==> src/hw/rtl/qdee_pkg.sv <==
package qdee_pkg;

    // field widths
    localparam int SAMPLE_W  = 40;
    localparam int SCALE_W   = 3;
    localparam int BYTE_W    = 8;
    localparam int Q_W       = 32;
    localparam int ESC_W     = 16;

    // fraction bits of the incoming sample
    localparam int FRAC_BITS = 8;

    localparam logic [SCALE_W-1:0] MAX_SCALE = 3'd4;

    // rounding numerator 2*mag + den
    localparam int DEN_W = SAMPLE_W + 1;
    localparam int POW_W = 14;

    // chunked division by 5^k
    localparam int CHUNK_W    = 14;
    localparam int NUM_CHUNKS = 3;
    localparam int DIV_W      = CHUNK_W * NUM_CHUNKS;
    localparam int REM_W      = 10;
    localparam int V_W        = REM_W + CHUNK_W;
    localparam int RECIP_W    = 35;
    localparam int SHIFT_S    = 34;
    localparam int PROD_W     = V_W + RECIP_W;

    localparam logic [BYTE_W-1:0] ESCAPE_CODE = 8'hff;
    localparam logic [BYTE_W-1:0] DELTA_BIAS  = 8'd128;
    localparam int DELTA_HIGH  = 127;
    localparam int DELTA_LOW   = -128;
    localparam int ESC_OFFSET  = 32768;

    typedef enum logic {
        CMD_START  = 1'b0,
        CMD_SAMPLE = 1'b1
    } cmd_t;

    // one quantized request handed from the datapath to the output stage
    typedef struct packed {
        logic           vld;
        cmd_t           cmd;
        logic [Q_W-1:0] q;
    } qdee_item_t;

    function automatic logic [POW_W-1:0] pow_ten(input logic [SCALE_W-1:0] k);
        case (k)
            3'd0:    return 14'd1;
            3'd1:    return 14'd10;
            3'd2:    return 14'd100;
            3'd3:    return 14'd1000;
            default: return 14'd10000;
        endcase
    endfunction

    // 10^k * 2^frac, the rounding term and the full divisor before halving
    function automatic logic [DEN_W-1:0] round_den(input logic [SCALE_W-1:0] k);
        logic [DEN_W-1:0] p;
        p = {{(DEN_W-POW_W){1'b0}}, pow_ten(k)};
        return p << FRAC_BITS;
    endfunction

    function automatic logic [REM_W-1:0] divisor(input logic [SCALE_W-1:0] k);
        case (k)
            3'd0:    return 10'd1;
            3'd1:    return 10'd5;
            3'd2:    return 10'd25;
            3'd3:    return 10'd125;
            default: return 10'd625;
        endcase
    endfunction

    // ceil(2^SHIFT_S / 5^k), exact for chunk values below 5^k * 2^CHUNK_W
    function automatic logic [RECIP_W-1:0] recip(input logic [SCALE_W-1:0] k);
        case (k)
            3'd0:    return 35'd17179869184;
            3'd1:    return 35'd3435973837;
            3'd2:    return 35'd687194768;
            3'd3:    return 35'd137438954;
            default: return 35'd27487791;
        endcase
    endfunction

endpackage

==> src/hw/rtl/qdee_out.sv <==
module qdee_out (
    input  logic                          clk,
    input  logic                          rst_n,
    input  qdee_pkg::qdee_item_t          item,
    input  logic                          out_stall,
    output logic                          adv,
    output logic                          out_valid,
    output logic [qdee_pkg::BYTE_W-1:0]   code_byte,
    output logic                          last_of_run
);
    import qdee_pkg::*;

    localparam logic signed [Q_W:0] D_HI = (Q_W+1)'(DELTA_HIGH);
    localparam logic signed [Q_W:0] D_LO = (Q_W+1)'(DELTA_LOW);
    localparam logic signed [Q_W:0] OFS  = (Q_W+1)'(ESC_OFFSET);

    logic [Q_W-1:0]    prev_reg;
    logic [Q_W-1:0]    prev_next;
    logic signed [Q_W:0] delta;
    logic signed [Q_W:0] usum;
    logic              escape;
    logic [ESC_W-1:0]  us;
    logic              load;
    logic              take;

    logic [1:0]        rem_reg;
    logic [1:0]        rem_next;
    logic [BYTE_W-1:0] b0_reg, b1_reg, b2_reg;
    logic [BYTE_W-1:0] b0_next, b1_next, b2_next;

    always_comb
    begin
        delta  = $signed({item.q[Q_W-1], item.q}) - $signed({prev_reg[Q_W-1], prev_reg});
        usum   = $signed({item.q[Q_W-1], item.q}) + OFS;
        escape = (delta >= D_HI) || (delta < D_LO);
        if (usum[Q_W])
        begin
            us = '0;
        end
        else if (|usum[Q_W-1:ESC_W])
        begin
            us = '1;
        end
        else
        begin
            us = usum[ESC_W-1:0];
        end
    end

    assign out_valid   = (rem_reg != 2'd0);
    assign last_of_run = (rem_reg == 2'd1);
    assign code_byte   = b0_reg;
    assign take        = out_valid && !out_stall;
    assign adv         = (rem_reg == 2'd0) || (rem_reg == 2'd1 && !out_stall);
    assign load        = adv && item.vld && item.cmd == CMD_SAMPLE;

    always_comb
    begin
        rem_next  = rem_reg;
        b0_next   = b0_reg;
        b1_next   = b1_reg;
        b2_next   = b2_reg;
        prev_next = prev_reg;
        if (adv && item.vld)
        begin
            prev_next = (item.cmd == CMD_START) ? '0 : item.q;
        end
        if (load)
        begin
            if (escape)
            begin
                rem_next = 2'd3;
                b0_next  = ESCAPE_CODE;
                b1_next  = us[ESC_W-1:BYTE_W];
                b2_next  = us[BYTE_W-1:0];
            end
            else
            begin
                rem_next = 2'd1;
                b0_next  = delta[BYTE_W-1:0] + DELTA_BIAS;
            end
        end
        else if (take)
        begin
            rem_next = rem_reg - 2'd1;
            b0_next  = b1_reg;
            b1_next  = b2_reg;
        end
    end

    always_ff @(posedge clk or negedge rst_n)
    begin
        if (!rst_n)
        begin
            rem_reg  <= 2'd0;
            prev_reg <= '0;
        end
        else
        begin
            rem_reg  <= rem_next;
            prev_reg <= prev_next;
        end
    end

    always_ff @(posedge clk)
    begin
        b0_reg <= b0_next;
        b1_reg <= b1_next;
        b2_reg <= b2_next;
    end

endmodule

==> config.mk <==
export PLATFORM = sky130hd
export DESIGN_NAME = qdee_out
export DESIGN_NICKNAME = d
export VERILOG_FILES = /design/src/hw/rtl/qdee_pkg.sv /design/src/hw/rtl/qdee_out.sv
export SDC_FILE = /design/constraint.sdc
export NUM_CORES = 1
export LEC_CHECK = 0
export BUFFER_PORTS_ARGS = -buffer_cell sky130_fd_sc_hd__buf_2
export CAP_MARGIN = 15
export CORE_MARGIN = 3
export CORE_UTILIZATION = 55
export DETAILED_ROUTE_END_ITERATION = 7
export GPL_ROUTABILITY_DRIVEN = 0
export PLACE_DENSITY = 0.75
export SYNTH_ARGS = -nofsm -noshare
export SYNTH_HDL_FRONTEND = slang
export SYNTH_SLANG_ARGS = --single-unit
export TNS_END_PERCENT = 50
==> constraint.sdc <==
create_clock -name clk -period 4 [get_ports clk]
set_input_delay 0 -clock clk [delete_from_list [all_inputs] [get_ports clk]]
set_output_delay 0 -clock clk [all_outputs]
set_load 0.005 [all_outputs]
* Word-level counts from Yosys, hierarchy flattened
Index checks and enable logic that the tools add are counted.
** Word-level totals
- Bits in registers :: 58
- Input port bits :: 37
- Output and inout port bits :: 11
** Cells by class
- Add/sub/neg operators :: 4
- Order comparisons :: 2
- Equality and inequality tests :: 2
- Mux-type cells :: 12
- Reduce and logical (&&, ||, !) cells :: 13
** Operators by type and width (count)
- 8-bit 2-to-1 mux :: 6
- 32-bit by 17-bit adder with 33-bit output, second input constant :: 1
- 33-bit by 8-bit >= comparator with 1-bit output, second input constant :: 1
- 33-bit by 8-bit less-than comparator with 1-bit output, second input constant :: 1
- 32-bit by 32-bit subtractor with 33-bit output :: 1
- 16-bit 2-to-1 mux :: 2
- 32-bit 2-to-1 mux :: 1
- 16-bit OR reduction :: 1
- 8-bit adder, second input constant :: 1
- 2-bit 2-to-1 mux :: 3
- 1-bit logical AND :: 4
- 2-bit AND reduction :: 2
- 2-bit nonzero test :: 2
- 2-bit by 1-bit equality test with 1-bit output, second input constant :: 1
- 2-bit logical NOT :: 1
- 1-bit logical OR :: 2
- 2-bit != test, second input constant :: 1
- 2-bit by 1-bit subtractor with 2-bit output, second input constant :: 1
- 1-bit logical NOT :: 1

* Depth between registers and ports, before layout
- Depth in word-level cells :: 7
- Mapped depth :: 15
- Mapped depth without buffers :: 13

* Worst setup path after synthesis
No wires, ideal clock.
- Path kind :: reg2reg
- Start point :: reg prev_reg[0]
- End point :: reg b1_reg[0], enable pin
- Setup time :: 0.311 ns
- Arrival time :: 3.214 ns
- Path slack :: 0.476 ns
- Cell stages (with the launch flop) :: 14
- Buffers on the path :: 1
- Clock period less this slack :: 3.524 ns
- Cells stage by stage :: dfrtp_1 ha_1 fa_1 nor2b_1 o31ai_2 a211oi_2 o21ai_2 and3b_1 or2_0 or4_1 nor4b_2 a21o_1 buf_6 o21ai_1
** Between the ends
- Longest elaborated chain between the ends :: 5
- Elaborated cells on any way between the ends :: 6
- Those cells by class :: 1 x add/sub; 2 x order compare; 1 x eq/ne; 2 x reduce/logical
** Ends and longest elaborated chain
- from (decl) :: RTL line qdee_out.sv:17 : logic [Q_W-1:0] prev_reg;
- from (signal assigned) :: RTL line qdee_out.sv:101 : prev_reg <= prev_next;
- 32-bit by 32-bit subtractor with 33-bit output (*) :: RTL line qdee_out.sv:33 : delta = $signed({item.q[Q_W-1], item.q}) - $signed({prev_reg[Q_W-1], prev_reg});
- 33-bit by 8-bit >= comparator with 1-bit output / 33-bit by 8-bit less-than comparator with 1-bit output (equally long branches) :: RTL line qdee_out.sv:35 : escape = (delta >= D_HI) || (delta < D_LO);
- 1-bit logical OR (*) :: RTL line qdee_out.sv:35
- 2-bit != test (no line) (*)
- 2-bit AND reduction (no line) (*)
- to (signal assigned) :: RTL line qdee_out.sv:108 : b1_reg <= b1_next;
- to (decl) :: RTL line qdee_out.sv:28 : logic [BYTE_W-1:0] b0_reg, b1_reg, b2_reg;
Every way passes the cells marked *; elsewhere a longest branch is shown, timed or not.
A chain may end at the register's enable or synchronous reset.

* Worst setup path after layout
- Start point :: reg prev_reg[11]
- End point :: reg b1_reg[7], enable pin
Same word-level chain as after synthesis.

==> qor.txt <==
NumNets Final: 828
Placed Area: 0.00564 mm²
Clock transition at path regs: 0.07 ns
Top_reg_cell synth: dfrtp_1
Hold slack final: 0.00488 ns
H-Tree Depth: 3
Syn Nets: 764
Antenna Cells: 0
Synthesized cell area: 0.00535 mm²
VDD IR-drop max: 0.271 mV
First drt pass iteration count: 5
Final Cycle Share: 96.4%
CP max stage delay: 0.51 ns
Total of max-cap violations: 0
Minimum clock period: 3.86 ns
Hold_sp: item[1]
DR WL/cell: 17.8 µm
Share of the synthesized area in the top cell type: 15.9%
FP Rows: 35
Synth cell types: 72
Syn Inst Count: 691
Worst r2r src: prev_reg[11]
Final worst setup slack: 0.144 ns
Clk_skew: 0.0177 ns
Post-CTS Setup Repair Bufs: 0
Fin. Hold Viols: 0
Io pins: 48
IO buf count: 47
CP Cell Sequence: inv_1 > ha_1 > nand4_1 > nor3_1 > nor3_1 > a31oi_1 > o2111ai_1 > or4_1 > nor4b_2 > a21o_1 > o21ai_1
Die Y: 105 µm
Setup TNS Final: 0 ns
Share of cells above drive strength 1: 11.4%
Pwr/cell area: 593 mW/mm²
Pre-CTS WS: 0.194 ns
Max reg flops: 32
Number of vias per cell: 6.23
Die Span X: 105 µm
Crit Path Category: register to register
Share of the yosys chip area belonging to registers: 29.4%
Post-DP HPWL: 11.9 mm
Gr usage total: 29.3%
Flops & latches, synth: 58
Post-synth EDFFs: 24
Vias: 5537
1st-iter DRT viols: 606
Final Core Density: 65.8%
Synth Area in Adders: 8.56%
Slowest cell on the critical path: or4_1
Simple-gate share of the synthesized area: 24.0%
Die area: 0.0109 mm²
CP dominant cell by count: nor3_1
Design area: 0.00614 mm²
Crit path capture type: register
Grt ovf: 0
Post-Syn Area per Cell: 7.74 µm²
Remaining DRCs: 0
Max clock buf depth: 2
Post-Synth XOR/XNOR Area: 3.11%
CP arrival: 3.89 ns
Slew @ Worst Pin: 1.18 ns
Worst Path Max Fanout: 12
Setup Viol. Count Final: 0
TritonCTS clock tree: done
Fin. max-slew vios: 0
Clock Root Buffer: clkbuf_8
Largest net degree at the start of global routing: 65
Mux share of post-synthesis cell area: 1.15%
Hold Path Class: input pin to register
Largest family of logic cells by synthesized area: compound AO/OA/AOI/OAI gates
RSZ-0062 raised after global routing: false
CORE AREA: 0.00933 mm²
Top area cells in the synthesized netlist: dfrtp_1 (16%), edfxtp_1 (13%), ha_1 (8.2%)
Slew headroom: 21.1%
Antenna violations before repair: 0
Asr flop ratio synth: 58.6%
Critical Path RT: 4.03 ns
Static Leak: 0.00257 µW
Critical Path Start: prev_reg[11]
Worst-Skew Late Latency: 0.37 ns
Initial Utilization: 57.3%
Startpoint types: register
Clk sinks: 58
CTS Buf Count: 9
Syn. warnings: 0
Area leader, netlist: dfrtp_1
Synth-to-Final Area Change: 14.7%
Status: completed
Fmax: 259 MHz
Complex-gate fraction of the synthesized area: 27.5%
First-pass GRT wire length: 25.8 mm
Antenna Nets Post-Route: 0
Number of global-route vias before repair: 5202
DRT Wirelength: 15.9 mm
worst max-delay path: cells and delay by family (launching register included):
kind,cells,cell delay [ns]
AO/OA/AOI/OAI,4,1.13
adder cells (fa/ha/maj),1,0.50
buffers and inverters,1,0.04
flip-flops,1,0.35
AND/OR/NAND/NOR,5,1.51
cell type report:
cell class / count / area [µm²]
Clock buffer: 9 / 124
Clock inverter: 7 / 45.0
Fill cell: 781 / 3190
Inverter: 48 / 180
Multi-Input combinational cell: 552 / 3450
Sequential cell: 58 / 1570
Tap cell: 129 / 161
Timing Repair Buffer: 86 / 603
placed cells by master, fill, tap and decap left out, types with 15 or more instances in the layout:
| cell | n |
|---|---|
| nand2_1 | 110 |
| o21ai_0 | 65 |
| inv_1 | 48 |
| buf_2 | 48 |
| a21oi_1 | 45 |
| nor2_1 | 41 |
| ha_1 | 35 |
| dfrtp_1 | 34 |
| dlygate4sd3_1 | 31 |
| edfxtp_1 | 24 |
| a21o_1 | 18 |
| nor3_1 | 17 |
| nand3_1 | 15 |
cell usage after synthesis, types with 5 or more instances:
library cell,instances
inv_1,48
nor2b_1,5
nand4_1,14
o21ai_0,65
o21bai_1,6
ha_1,35
o2111ai_1,5
xor2_1,5
nand2_1,110
a21oi_1,46
edfxtp_1,24
xnor2_1,14
a31oi_1,8
o31ai_1,5
o21ai_1,10
a21o_1,18
clkbuf_1,23
o211ai_1,13
buf_2,5
nor2_1,41
and2_1,7
nand3_1,15
and3_1,11
o21a_1,14
dfrtp_1,34
nor3_1,17
or3_1,6
mux2i_1,5
nor4_1,5
and4_1,6
logic make-up after synthesis:
logic type / count (synthesis)
xor+xnor: 19
fa+ha+maj: 36
compound gates: 229
simple gates: 262
flops: 58
mux: 6
buf+inv: 81
worst paths after layout:
| check | to | slack (ns) | cells past startpoint |
|---|---|---|---|
| min in group asynchronous | prev_reg[0] | 0.27 | 2 |
| setup / recovery | b1_reg[7] | 0.14 | 11 |
| hold / removal | prev_reg[1] | 0.005 | 3 |
| hold reg to reg | prev_reg[28] | 0.48 | 2 |
| max in group asynchronous | rem_reg[0] | 3.19 | 2 |
| setup reg to reg | b1_reg[7] | 0.14 | 11 |
power by group:
| group | internal, µW | total (µW) | switching [µW] | leakage, µW |
|---|---|---|---|---|
| Clock | 222 | 506 | 284 | 0.0000791 |
| Combinational | 828 | 2210 | 1390 | 0.00182 |
| Sequential | 835 | 918 | 83.5 | 0.000669 |
per-stage QoR:
step	cells	power, µW
2_1_floorplan	691	2500
3_3_place_gp	841	2970
3_5_place_dp	841	3030
4_1_cts	888	3560
5_1_grt	889	3900
6_report	889	3640
repair_timing:
item | 4_1_cts | 5_1_grt
endpoints found under the setup margin | 0 | 24
endpoints found under the hold margin | 69 | 0
hold buffers | 31 | 0
gates resized for setup | 0 | 3
metal layers:
layer	global-route usage (%)	routed length, µm	share of wire (%)
met3	6.42	1480	9.3
met4	7.69	375	2.4
met1	41.8	7070	45
met5	0	0	0
met2	45.1	6930	44
No activity file was read; power rests on OpenSTA's default activity.
